`src/ucr_pkg.sv`:
```
// ----------------------------------------------------------------------------
// Use-count replacement cache package
// Word types, cell token and update types shared by the cache modules.
// ----------------------------------------------------------------------------
package ucr_pkg;

  localparam int unsigned TAG_W   = 16;
  localparam int unsigned COUNT_W = 16;
  localparam int unsigned BEST_W  = COUNT_W + 1;
  localparam int unsigned SLOT_W  = 3;

  localparam logic [COUNT_W-1:0] COUNT_MAX = '1;
  localparam logic [BEST_W-1:0]  BEST_INIT = {1'b1, {COUNT_W{1'b0}}};

  typedef struct packed {
    logic [TAG_W-1:0] access_id;
  } in_word_t;

  typedef struct packed {
    logic              hit;
    logic [SLOT_W-1:0] slot;
    logic              evicted_valid;
    logic [TAG_W-1:0]  evicted_id;
  } out_word_t;

  typedef struct packed {
    logic              valid;
    logic [TAG_W-1:0]  id;
    logic              hit;
    logic [BEST_W-1:0] best;
    logic              best_valid;
    logic [TAG_W-1:0]  best_tag;
  } token_t;

  typedef struct packed {
    logic             we;
    logic             hit;
    logic [TAG_W-1:0] id;
  } upd_t;

endpackage

```
`src/ucr_in_if.sv`:
```
// ----------------------------------------------------------------------------
// Access channel
// Valid/ready channel carrying one access word.
// ----------------------------------------------------------------------------
interface ucr_in_if;
  import ucr_pkg::*;

  logic     valid;
  logic     ready;
  in_word_t data;

  modport source (output valid, output data, input ready);
  modport sink (input valid, input data, output ready);
endinterface

```
`src/ucr_out_if.sv`:
```
// ----------------------------------------------------------------------------
// Result channel
// Valid/ready channel carrying one result word.
// ----------------------------------------------------------------------------
interface ucr_out_if;
  import ucr_pkg::*;

  logic      valid;
  logic      ready;
  out_word_t data;

  modport source (output valid, output data, input ready);
  modport sink (input valid, input data, output ready);
endinterface

```
`src/ucr_cell.sv`:
```
// ----------------------------------------------------------------------------
// Cache cell
// One slot of the tag store. Updates the lookup token passing through it
// with its hit and victim candidacy, and applies the broadcast update.
// ----------------------------------------------------------------------------
module ucr_cell #(
  parameter int unsigned ENTRIES = 8,
  parameter int unsigned INDEX   = 0
) (
  input  logic                       clk_i,
  input  logic                       rst_ni,
  input  ucr_pkg::token_t            tok_i,
  input  logic [$clog2(ENTRIES)-1:0] tok_hit_idx_i,
  input  logic [$clog2(ENTRIES)-1:0] tok_best_idx_i,
  output ucr_pkg::token_t            tok_o,
  output logic [$clog2(ENTRIES)-1:0] tok_hit_idx_o,
  output logic [$clog2(ENTRIES)-1:0] tok_best_idx_o,
  input  ucr_pkg::upd_t              upd_i,
  input  logic [$clog2(ENTRIES)-1:0] upd_idx_i
);
  import ucr_pkg::*;

  localparam int unsigned IDX_W = $clog2(ENTRIES);
  localparam logic [IDX_W-1:0] MY_IDX = IDX_W'(INDEX);

  logic               valid_q, valid_d;
  logic [TAG_W-1:0]   tag_q, tag_d;
  logic [COUNT_W-1:0] count_q, count_d;

  token_t             tok_q, tok_d;
  logic [IDX_W-1:0]   hit_idx_q, hit_idx_d;
  logic [IDX_W-1:0]   best_idx_q, best_idx_d;

  logic [BEST_W-1:0]  eff_count;
  logic               match;
  logic               better;
  logic               sel;

  assign eff_count = valid_q ? {1'b0, count_q} : '0;
  assign match     = valid_q && (tag_q == tok_i.id) && !tok_i.hit;
  assign better    = eff_count < tok_i.best;
  assign sel       = upd_i.we && (upd_idx_i == MY_IDX);

  always_comb begin
    tok_d      = tok_i;
    hit_idx_d  = tok_hit_idx_i;
    best_idx_d = tok_best_idx_i;
    if (match) begin
      tok_d.hit = 1'b1;
      hit_idx_d = MY_IDX;
    end
    if (better) begin
      tok_d.best       = eff_count;
      tok_d.best_valid = valid_q;
      tok_d.best_tag   = tag_q;
      best_idx_d       = MY_IDX;
    end
  end

  always_comb begin
    valid_d = valid_q;
    tag_d   = tag_q;
    count_d = count_q;
    if (sel) begin
      if (upd_i.hit) begin
        if (count_q != COUNT_MAX) begin
          count_d = count_q + COUNT_W'(1);
        end
      end else begin
        valid_d = 1'b1;
        tag_d   = upd_i.id;
        count_d = COUNT_W'(1);
      end
    end
  end

  always_ff @(posedge clk_i or negedge rst_ni) begin
    if (!rst_ni) begin
      valid_q    <= 1'b0;
      tag_q      <= '0;
      count_q    <= '0;
      tok_q      <= '0;
      hit_idx_q  <= '0;
      best_idx_q <= '0;
    end else begin
      valid_q    <= valid_d;
      tag_q      <= tag_d;
      count_q    <= count_d;
      tok_q      <= tok_d;
      hit_idx_q  <= hit_idx_d;
      best_idx_q <= best_idx_d;
    end
  end

  assign tok_o          = tok_q;
  assign tok_hit_idx_o  = hit_idx_q;
  assign tok_best_idx_o = best_idx_q;

endmodule

```
`src/use_count_replacement_cache.sv`:
```
// Each lookup token is registered in every cell in turn before its result is queued.
// Only one access is in flight: the next is taken after the lookup token walks
// the row of cells one cell per cycle and the chosen slot is updated.
// A finished result waits in a two-word output queue while the next access is taken.
// Reset clears every slot, the tokens in the row of cells and the output queue.
// ----------------------------------------------------------------------------
// Use-count replacement cache
// Fully associative tag store built as a row of cells; hits bump a saturating
// use count, misses replace the lowest-count slot.
// ----------------------------------------------------------------------------
module use_count_replacement_cache #(
  parameter int unsigned ENTRIES = 8
) (
  input  logic        clk_i,
  input  logic        rst_ni,
  ucr_in_if.sink      in_i,
  ucr_out_if.source   out_o
);
  import ucr_pkg::*;

  localparam int unsigned IDX_W = $clog2(ENTRIES);

  token_t           tok       [ENTRIES+1];
  logic [IDX_W-1:0] hit_idx   [ENTRIES+1];
  logic [IDX_W-1:0] best_idx  [ENTRIES+1];

  upd_t             upd;
  logic [IDX_W-1:0] upd_idx;

  logic             busy_q, busy_d;
  logic             q0_valid_q, q0_valid_d;
  logic             q1_valid_q, q1_valid_d;
  out_word_t        q0_q, q0_d;
  out_word_t        q1_q, q1_d;

  token_t           last;
  out_word_t        res;
  logic             accept;
  logic             push;
  logic             pop;

  assign in_i.ready = !busy_q && !q1_valid_q;
  assign accept     = in_i.valid && in_i.ready;

  always_comb begin
    tok[0].valid      = accept;
    tok[0].id         = in_i.data.access_id;
    tok[0].hit        = 1'b0;
    tok[0].best       = BEST_INIT;
    tok[0].best_valid = 1'b0;
    tok[0].best_tag   = '0;
    hit_idx[0]        = '0;
    best_idx[0]       = '0;
  end

  for (genvar g = 0; g < ENTRIES; g++) begin : g_cell
    ucr_cell #(
      .ENTRIES (ENTRIES),
      .INDEX   (g)
    ) u_cell (
      .clk_i          (clk_i),
      .rst_ni         (rst_ni),
      .tok_i          (tok[g]),
      .tok_hit_idx_i  (hit_idx[g]),
      .tok_best_idx_i (best_idx[g]),
      .tok_o          (tok[g+1]),
      .tok_hit_idx_o  (hit_idx[g+1]),
      .tok_best_idx_o (best_idx[g+1]),
      .upd_i          (upd),
      .upd_idx_i      (upd_idx)
    );
  end

  assign last = tok[ENTRIES];
  assign push = last.valid;
  assign pop  = q0_valid_q && out_o.ready;

  always_comb begin
    upd.we  = last.valid;
    upd.hit = last.hit;
    upd.id  = last.id;
    upd_idx = last.hit ? hit_idx[ENTRIES] : best_idx[ENTRIES];

    res.hit = last.hit;
    if (last.hit) begin
      res.slot          = SLOT_W'(hit_idx[ENTRIES]);
      res.evicted_valid = 1'b0;
      res.evicted_id    = '0;
    end else begin
      res.slot          = SLOT_W'(best_idx[ENTRIES]);
      res.evicted_valid = last.best_valid;
      res.evicted_id    = last.best_valid ? last.best_tag : '0;
    end
  end

  always_comb begin
    busy_d     = busy_q;
    q0_valid_d = q0_valid_q;
    q1_valid_d = q1_valid_q;
    q0_d       = q0_q;
    q1_d       = q1_q;
    if (accept) begin
      busy_d = 1'b1;
    end
    if (push) begin
      busy_d = 1'b0;
    end
    if (pop) begin
      q0_valid_d = q1_valid_q;
      q0_d       = q1_q;
      q1_valid_d = 1'b0;
    end
    if (push) begin
      if (!q0_valid_d) begin
        q0_valid_d = 1'b1;
        q0_d       = res;
      end else begin
        q1_valid_d = 1'b1;
        q1_d       = res;
      end
    end
  end

  always_ff @(posedge clk_i or negedge rst_ni) begin
    if (!rst_ni) begin
      busy_q     <= 1'b0;
      q0_valid_q <= 1'b0;
      q1_valid_q <= 1'b0;
    end else begin
      busy_q     <= busy_d;
      q0_valid_q <= q0_valid_d;
      q1_valid_q <= q1_valid_d;
    end
  end

  always_ff @(posedge clk_i) begin
    q0_q <= q0_d;
    q1_q <= q1_d;
  end

  assign out_o.valid = q0_valid_q;
  assign out_o.data  = q0_q;

endmodule

```
`src/flat_wrapper.sv`:
```
// flat-port wrapper written by rule: the top's interface ports become plain ports
module use_count_replacement_cache_flat import ucr_pkg::*;
#(
  parameter int unsigned ENTRIES = 8
)
  (clk_i, rst_ni, in_i_valid, in_i_data, in_i_ready, out_o_valid, out_o_data, out_o_ready);
  ucr_in_if in_i_i ();
  ucr_out_if out_o_i ();
  input  logic clk_i;
  input  logic rst_ni;
  input wire logic [$bits(in_i_i.valid)-1:0] in_i_valid;
  input wire logic [$bits(in_i_i.data)-1:0] in_i_data;
  output wire logic [$bits(in_i_i.ready)-1:0] in_i_ready;
  output wire logic [$bits(out_o_i.valid)-1:0] out_o_valid;
  output wire logic [$bits(out_o_i.data)-1:0] out_o_data;
  input wire logic [$bits(out_o_i.ready)-1:0] out_o_ready;
  assign in_i_i.valid = in_i_valid;
  assign in_i_i.data = in_i_data;
  assign in_i_ready = in_i_i.ready;
  assign out_o_valid = out_o_i.valid;
  assign out_o_data = out_o_i.data;
  assign out_o_i.ready = out_o_ready;
  use_count_replacement_cache #(.ENTRIES(ENTRIES)) u_core (.clk_i(clk_i), .rst_ni(rst_ni), .in_i(in_i_i), .out_o(out_o_i));
endmodule
```
`config.mk`:
```
export PLATFORM = sky130hd
export DESIGN_NAME = use_count_replacement_cache_flat
export DESIGN_NICKNAME = d
export VERILOG_FILES = /design/src/ucr_pkg.sv /design/src/ucr_in_if.sv /design/src/ucr_out_if.sv /design/src/ucr_cell.sv /design/src/use_count_replacement_cache.sv /design/src/flat_wrapper.sv
export SDC_FILE = /design/constraint.sdc
export NUM_CORES = 1
export LEC_CHECK = 0
export ABC_CLOCK_PERIOD_IN_PS = 2340
export BUFFER_PORTS_ARGS = -buffer_cell sky130_fd_sc_hd__buf_2
export CAP_MARGIN = 20
export CORE_ASPECT_RATIO = 0.6
export CORE_MARGIN = 2
export CORE_UTILIZATION = 45
export DETAILED_ROUTE_END_ITERATION = 10
export REMOVE_ABC_BUFFERS = 1
export SETUP_SLACK_MARGIN = 0.4
export SLEW_MARGIN = 20
export SYNTH_ARGS = -nofsm -noshare
export SYNTH_HDL_FRONTEND = slang
export SYNTH_SLANG_ARGS = --single-unit
```
`constraint.sdc`:
```
create_clock -name clk_i -period 2.34 [get_ports clk_i]
set_input_delay 0.117 -clock clk_i [delete_from_list [all_inputs] [get_ports clk_i]]
set_output_delay 0.117 -clock clk_i [all_outputs]
set_load 0.02 [all_outputs]
```
== Word level (Yosys, flattened, before mapping) ==
Cells that the tools add are included.
W data, S select, Z words.

* Bits in registers: 750
* Bits of input ports: 20
* Output and inout bits: 23
* Logic and storage cells: 265

* $add $sub $neg: 8
* $lt $le $gt $ge: 8
* Equality and inequality tests: 31
* Mux-type cells: 67
* Bitwise gates (word level): 1
* Reduce and logical (&&, ||, !) cells: 54

{| class="wikitable"
|+ Operator list
! kind !! count
|-
| $mux W16 || 25
|-
| $mux W34 || 7
|-
| $add A16 B1 Y16 const B || 8
|-
| $eq A16 B16 Y1 || 8
|-
| $ne A16 B16 Y1 const B || 8
|-
| $lt A17 B17 Y1 || 6
|-
| $mux W21 || 3
|-
| $mux W3 || 13
|-
| $reduce_and A2 Y1 || 17
|-
| $logic_and A1 B1 Y1 || 26
|-
| $mux W20 || 1
|-
| $lt A16 B17 Y1 || 1
|-
| $lt A17 B17 Y1 const B || 1
|-
| $mux W1 || 17
|-
| $mux W17 || 1
|-
| $ne A2 B1 Y1 const B || 8
|-
| $eq A3 B3 Y1 const B || 4
|-
| $logic_not A1 Y1 || 9
|-
| $eq A3 B2 Y1 const B || 2
|-
| $eq A3 B1 Y1 const B || 1
|-
| $logic_not A3 Y1 || 1
|-
| $reduce_bool A2 Y1 || 1
|-
| $not A1 Y1 || 1
|}

== Longest topological paths before layout ==
Gate-level depths: netlist (run 1).

* Depth after elaboration: 5
* Depth in mapped cells: 11
* Depth with buffers taken out: 8

== Modules after synthesis ==
A second synthesis (run 1) with hierarchy kept.

* Cell total of the unflattened synthesis: 2718
* Area total of the unflattened synthesis: 34714.5 sq um

{| class="wikitable"
|+ Modules (own cells, without submodules)
! module !! times used !! cells an instance !! area each (sq um) !! sequential area each (sq um)
|-
| ucr_cell at u_core.g_cell[1].u_cell ... || 2 || 320 || 4051.4 || 2277.2
|-
| ucr_cell at u_core.g_cell[5].u_cell || 1 || 325 || 4209.0 || 2277.2
|-
| ucr_cell at u_core.g_cell[2].u_cell || 1 || 334 || 4127.7 || 2277.2
|-
| ucr_cell at u_core.g_cell[0].u_cell || 1 || 324 || 4097.7 || 2277.2
|-
| ucr_cell at u_core.g_cell[3].u_cell || 1 || 323 || 4055.1 || 2277.2
|-
| ucr_cell at u_core.g_cell[6].u_cell || 1 || 323 || 4053.9 || 2277.2
|-
| ucr_cell at u_core.g_cell[7].u_cell || 1 || 320 || 4046.4 || 2277.2
|-
| use_count_replacement_cache || 1 || 129 || 2021.9 || 1126.1
|}

== Worst setup path before layout (run 1) ==
No wires, ideal clock.

* Path kind: reg-to-reg
* Start: register u_core.g_cell[5].u_cell.valid_q
* End: register u_core.g_cell[5].u_cell.tok_q (netlist bit u_core.g_cell[5].u_cell.tok_o[10])
* Setup time: 0.125 ns
* Arrival: 2.403 ns
* Data required time: 2.215 ns
* Setup slack: -0.188 ns
* Cell stages (with the launch flop): 9
* Path buffers: 2
* Period minus slack after synthesis: 2.528 ns
* Cells stage by stage: dfrtp_1 clkbuf_1 and2_1 ha_1 nand3_1 a211o_1 o221ai_2 buf_2 mux2_2

{| class="wikitable"
|+ RTL lines
! element !! RTL line !! source
|-
| from (decl) || ucr_cell.sv:26 || <nowiki>logic valid_q, valid_d;</nowiki>
|-
| from (signal assigned) || ucr_cell.sv:86 || <nowiki>valid_q <= valid_d;</nowiki>
|-
| to (signal assigned) || ucr_cell.sv:89 || <nowiki>tok_q <= tok_d;</nowiki>
|-
| to (decl) || ucr_cell.sv:30 || <nowiki>token_t tok_q, tok_d;</nowiki>
|}

==> flow_summary.yaml, run 1 <==
drt:
  first_iter_violations: 1581
  ant_nets: 0
  top_layer: "met4"
  viasPerCell: 5.31
  wl_met2_um: 34300
  wirelength_um: 80700
  drt-met1-wl_um: 40400
  num_vias: 20448
  route.detailed.drc: 0
  post_drt_wl_per_cell_um: 20.9
  dr.pass1.iters: 5
  met3WireLength_um: 4510
layout:
  post-route-util_pct: 58.4
  insertedDiodeCount: 0
  nNetsFinal: 3007
  drive_above_1_share_pct: 36.8
  stdcell_count: 3853
  areaGrowthSynthToFinish_pct: 28.7
  num-fill-cells: 5488
  fin_area_um2: 40700
run_status:
  violations: "negative setup slack"
  status: "complete, but fails checks"
grt:
  grt_pass1_wl_um: 119000
  gr-total-overflow: 0
  antenna_found_initial: 0
  grt_max_degree: 119
  grt_usage_pct: 21.0
  grt_pass1_vias: 20877
timing:
  layout_min_cycle_time_ns: 2.61
  fin_crit_sh_pct: 112
  rsz0062_at_grt: "true"
  worst_pin_slew_ns: 0.698
  hold_violations: 0
  fin_setup_tns_ns: -41.66
  fin_skew_ns: 0.0315
  slew_violations: 0
  whs_ns: 0.151
  setup_viol: 227
  max-slew-margin-rel_pct: 53.4
  fmax_mhz: 383
  finalWorstSetupSlack_ns: -0.269
floorplan:
  rows: 75
  io-pin-count: 43
  dieHeight_um: 209
  die_w_um: 346
  coreArea_um2: 69600
  start_util_pct: 45.4
  die-area_um2: 72400
critical_path:
  path_class: "reg2reg"
  worst-path-max-fanout: 5
  cp.arrival_ns: 3.11
  start_kind: "register"
  endpoint_kind: "register"
  required_ns: 2.84
synthesis:
  post-synth-top-count-cell: "dfrtp_1"
  synthFlopType: "dfrtp_1"
  netlist_instances: 2523
  seq_area_frac_synth_pct: 58.2
  synth-seq-cells: 735
  synth_warnings: 0
  synth_area_leaders: "dfrtp_1 (55%), mux2_2 (12%), ha_1 (4.5%), xnor2_1 (3.9%), and2_1 (2.9%)"
  synthArstFlopShare_pct: 94.3
  ys_types: 57
  synth.largest_area_cell: "dfrtp_1"
  synthTopCellsByCount: "dfrtp_1 (693), mux2_2 (343), nor2_1 (163)"
  netlist_area_um2: 31600
  synth-edff-count: 21
  synth_top_area_share_pct: 54.9
  avgSynthCellArea_um2: 12.5
clock_network:
  cts_tree: "done"
  root_buffer: "clkbuf_16"
  htree_num_levels: 3
  cts_made_buffers: 71
  cts_buffer_depth: 3
  path_clk_slew_ns: 0.06
  cts.sink_count: 735
  clkLatencyLatePin_ns: 0.64
power_and_ir_drop:
  leakage_nw: 18.7
  vdd_ir_drop_max_v: 0.000705
  p_per_area_nw_per_um2: 1070
  finalPower_mw: 43.5
placed_design:
  place_inst: 3600
  gp_congestion: 0.828
  port_buffers: 42
  dp_hpwl_um: 50700
  place_area_um2: 34300
  pre_cts_ws_ns: -0.353
run:
  drv_cap: 0
worst_hold_path:
  hp-class: "in2async"
## worst max-delay path, stage by stage, from the launching register on
cell       delay (ns)
dfrtp_2          0.43
buf_12           0.14
and2_4           0.14
ha_4             0.22
a21oi_2          0.13
nand2_1          0.06
a221o_1          0.35
a31oi_2          0.19
o211ai_1         0.13
buf_4            0.21
clkbuf_16        0.19
mux2_4           0.30
## power breakdown
| part | total [mW] | leakage, nW | internal (mW) | switching (mW) |
|---|---|---|---|---|
| combinational | 13.8 | 8.27 | 7.70 | 6.09 |
| sequential | 17.8 | 9.25 | 15.7 | 2.04 |
| clock | 12.0 | 1.18 | 6.90 | 5.07 |
## cells in the final DEF, fill, tap and decap left out, types with 14 or more instances in the layout
| master | instances |
|---|---|
| xor2_1 | 80 |
| buf_6 | 46 |
| or3_1 | 14 |
| mux2_4 | 165 |
| and2_1 | 86 |
| nand4_1 | 73 |
| edfxtp_1 | 21 |
| xnor2_1 | 139 |
| nand2_1 | 80 |
| buf_12 | 35 |
| or2_2 | 17 |
| ha_4 | 56 |
| ha_1 | 53 |
| nor2_1 | 150 |
| clkbuf_16 | 85 |
| nand2b_1 | 15 |
| mux2_2 | 178 |
| buf_2 | 42 |
| a21o_1 | 17 |
| o21ai_0 | 22 |
| a21oi_2 | 23 |
| mux2i_1 | 24 |
| clkbuf_1 | 17 |
| inv_1 | 131 |
| dfxtp_1 | 21 |
| dlygate4sd3_1 | 19 |
| dfrtp_1 | 683 |
| and2_4 | 58 |
| buf_4 | 178 |
| a21oi_1 | 54 |
| nand3_1 | 69 |
## path summary, 6_finish.rpt
check / start / to / slack, ns / cells past startpoint
setup / recovery: u_core.g_cell[7].u_cell.valid_q$_DFFE_PN0P_ / u_core.g_cell[7].u_cell.tok_o[0]$_DFF_PN0_ / -0.27 / 11
hold reg to reg: u_core.g_cell[6].u_cell.tok_o[51]$_DFF_PN0_ / u_core.g_cell[7].u_cell.tok_o[51]$_DFF_PN0_ / 0.35 / 0
hold / removal: rst_ni / u_core.g_cell[0].u_cell.tok_o[27]$_DFF_PN0_ / 0.15 / 3
min in group clk_i: in_i_data[3] / u_core.g_cell[0].u_cell.tok_o[38]$_DFF_PN0_ / 0.16 / 2
setup reg to reg: u_core.g_cell[7].u_cell.valid_q$_DFFE_PN0P_ / u_core.g_cell[7].u_cell.tok_o[0]$_DFF_PN0_ / -0.27 / 11
max in group asynchronous: rst_ni / u_core.g_cell[1].u_cell.valid_q$_DFFE_PN0P_ / 1.44 / 4
## flip-flops by register name (all words and copies together) (netlist names)
name	count
u_core.busy_q	1
u_core.g_cell.u_cell.tag_q	128
u_core.q1_q	21
u_core.g_cell.u_cell.tok_hit_idx_o	17
u_core.g_cell.u_cell.valid_q	8
u_core.g_cell.u_cell.count_q	128
u_core.g_cell.u_cell.tok_o	392
u_core.out_o.data	21
u_core.q1_valid_q	1
u_core.g_cell.u_cell.tok_best_idx_o	17
u_core.out_o.valid	1
## what timing repair did
item	in CTS	in global routing
hold buffers	20	0
endpoints found under the setup margin	489	508
pin swaps	18	115
gates resized for setup	185	380
cloned	8	19
setup buffers	14	64
endpoints found under the hold margin	571	0
## logic make-up after synthesis
kind of cell             share of synthesized area [%]
adder cells (fa/ha/maj)                           4.48
buffers and inverters                             2.64
flip-flops                                        58.2
multiplexers                                      13.0
AO/OA/AOI/OAI                                     4.14
AND/OR/NAND/NOR                                   11.4
XOR/XNOR                                          6.13
## routing by layer
metal	track usage, %	up-vias
met4	4.77	0
met5	0	-
met2	31.3	438
li1	-	9338
met3	3.82	107
met1	31.9	10565
## area by class of cell
cell class / instances / area [µm²] / area share (%)
Multi-Input combinational cell: 1583 / 14600 / 35.9
Tap cell: 924 / 1160 / 2.84
Timing Repair Buffer: 347 / 3570 / 8.77
Clock inverter: 27 / 389 / 0.957
Sequential cell: 735 / 18400 / 45.3
Inverter: 136 / 513 / 1.26
Clock buffer: 101 / 2030 / 4.99
Power figures use the tool's default switching activity.
==> run 2, diff against run 1 <==
--- a/config.mk
+++ b/config.mk
@@ -10,7 +10,7 @@
 export CAP_MARGIN = 20
 export CORE_ASPECT_RATIO = 0.6
 export CORE_MARGIN = 2
-export CORE_UTILIZATION = 45
+export CORE_UTILIZATION = 25
 export DETAILED_ROUTE_END_ITERATION = 10
 export REMOVE_ABC_BUFFERS = 1
 export SETUP_SLACK_MARGIN = 0.4
==> flow_summary.yaml, run 2 (same netlist as run 1, synthesis figures left out) <==
drt:
  top_layer: "met5"
  ant_nets: 0
  drt-met1-wl_um: 47300
  viasPerCell: 4.44
  dr.pass1.iters: 5
  first_iter_violations: 1726
  wirelength_um: 86900
  met3WireLength_um: 6180
  wl_met2_um: 32400
  post_drt_wl_per_cell_um: 18.7
  route.detailed.drc: 0
  num_vias: 20660
critical_path:
  crit_top_cell: "buf_12"
  slowest_delay_ns: 0.48
  endpoint_kind: "register"
  path_cells: "buf_6 > and2_4 > ha_4 > a21o_1 > a211o_1 > a211oi_4 > o221ai_4 > buf_12 > buf_12 > buf_16 > mux2_2"
  worst-path-max-fanout: 8
  critical-path-slowest-cell: "dfrtp_2"
  path_class: "reg2reg"
  required_ns: 2.88
  cp.arrival_ns: 3.14
  start_kind: "register"
layout:
  final_cell_mix: "dfrtp_1 (681), mux2_2 (210), buf_4 (194)"
  largest_register_ffs: 392
  fin_area_um2: 42000
  layout_commonest_cell: "dfrtp_1"
  nNetsFinal: 3047
  areaGrowthSynthToFinish_pct: 32.9
  drive_above_1_share_pct: 38.7
power_and_ir_drop:
  internal_power_mw: 29.9
  power.clock.fraction_pct: 25.6
  vdd_ir_drop_max_v: 0.000785
  finalPower_mw: 43.5
  leakage_nw: 18.8
  swShare_pct: 31.3
  p_switching_mw: 13.6
  p_per_area_nw_per_um2: 1040
  power_frac_seq_pct: 40.9
  power_frac_comb_pct: 33.4
grt:
  grt_usage_pct: 12.1
  antenna_found_initial: 5
  grt_pass1_vias: 20105
  gr-total-overflow: 0
  grt_pass1_wl_um: 123000
  grt_max_degree: 108
clock_network:
  clkLatencyLatePin_ns: 0.67
  cts_buffer_depth: 3
  htree_num_levels: 2
  cts.sink_count: 735
  cts_made_buffers: 61
  cts_tree: "done"
  path_clk_slew_ns: 0.07
  root_buffer: "clkbuf_16"
timing:
  hold_violations: 0
  fin_crit_sh_pct: 111
  setup_viol: 227
  slew_violations: 0
  fin_setup_tns_ns: -39.79
  fmax_mhz: 384
  layout_min_cycle_time_ns: 2.60
  max-slew-margin-rel_pct: 55.5
  worst_pin_slew_ns: 0.666
  rsz0062_at_grt: "true"
  fin_skew_ns: 0.0363
  whs_ns: 0.108
  finalWorstSetupSlack_ns: -0.262
placed_design:
  pre_cts_ws_ns: -0.414
  gp_congestion: 0.800
  place_area_um2: 35500
  port_buffers: 42
  dp_hpwl_um: 54300
floorplan:
  dieHeight_um: 279
  rows: 100
  die-area_um2: 129000
  start_util_pct: 25.3
  coreArea_um2: 125000
  die_w_um: 463
  io-pin-count: 43
run:
  drv_cap: 0
run_status:
  status: "complete, but fails checks"
  violations: "negative setup slack"
worst_hold_path:
  hp-class: "in2reg"
run 2: layout make-up:
| class | instances | area (µm²) |
|---|---|---|
| Antenna cell | 3 | 7.51 |
| Clock buffer | 79 | 1700 |
| Clock inverter | 32 | 455 |
| Fill cell | 12140 | 82800 |
| Inverter | 136 | 518 |
| Multi-Input combinational cell | 1583 | 14700 |
| Sequential cell | 735 | 18400 |
| Tap cell | 1683 | 2110 |
| Timing Repair Buffer | 397 | 4130 |
run 2: through the flow:
| stage | cells | utilization (%) |
|---|---|---|
| 2_1_floorplan | 2453 | - |
| 3_3_place_gp | 4383 | 28.5 |
| 3_5_place_dp | 4383 | 28.5 |
| 4_1_cts | 4542 | 31.2 |
| 5_1_grt | 4645 | 33.6 |
| 6_report | 4648 | 33.7 |
run 2: final timing paths:
path / slack, ns / cells past startpoint / from / end
setup / recovery: -0.26 / 11 / u_core.g_cell[6].u_cell.valid_q$_DFFE_PN0P_ / u_core.g_cell[6].u_cell.tok_o[25]$_DFF_PN0_
hold / removal: 0.11 / 2 / in_i_data[4] / u_core.g_cell[0].u_cell.tok_o[39]$_DFF_PN0_
setup reg to reg: -0.26 / 11 / u_core.g_cell[6].u_cell.valid_q$_DFFE_PN0P_ / u_core.g_cell[6].u_cell.tok_o[25]$_DFF_PN0_
hold reg to reg: 0.35 / 0 / u_core.g_cell[0].u_cell.tok_o[51]$_DFF_PN0_ / u_core.g_cell[1].u_cell.tok_o[51]$_DFF_PN0_
max in group asynchronous: 1.53 / 3 / rst_ni / u_core.g_cell[7].u_cell.tag_q[0]$_DFFE_PN0P_
min in group asynchronous: 0.13 / 3 / rst_ni / u_core.g_cell[5].u_cell.count_q[5]$_DFFE_PN0P_
run 2: power by group through the flow:
stage | registers (mW) | logic, mW | clock network [mW]
global route | 18.1 | 15.4 | 11.9
finish | 17.8 | 14.5 | 11.1
floorplan | 17.5 | 5.99 | 0
global placement | 17.8 | 9.41 | 0
CTS | 17.7 | 11.2 | 11.4
detailed placement | 17.9 | 9.54 | 0
run 2: what timing repair did:
| item | in CTS | in global routing |
|---|---|---|
| pin swaps | 11 | 147 |
| gates resized for setup | 146 | 452 |
| setup endpoints to repair | 444 | 503 |
| hold buffers | 20 | 0 |
| buffers inserted | 20 | 77 |
| endpoints found under the hold margin | 639 | 0 |
| gates cloned | 8 | 26 |
run 2: per-layer routing:
metal | track usage [%] | up-vias
li1 | - | 9424
met1 | 20.5 | 10699
met2 | 15.5 | 453
met3 | 2.45 | 82
met4 | 1.48 | 2
met5 | 0 | -
run 2: critical path, delay by kind of cell (launching register included):
kind                       cells  cell delay, ns
DFF                            1            0.48
buffers and inverters          4            0.59
and+or+nand+nor                1            0.14
adders and majority gates      1            0.15
AOI/OAI and AO/OA              4            0.85
muxes                          1            0.28
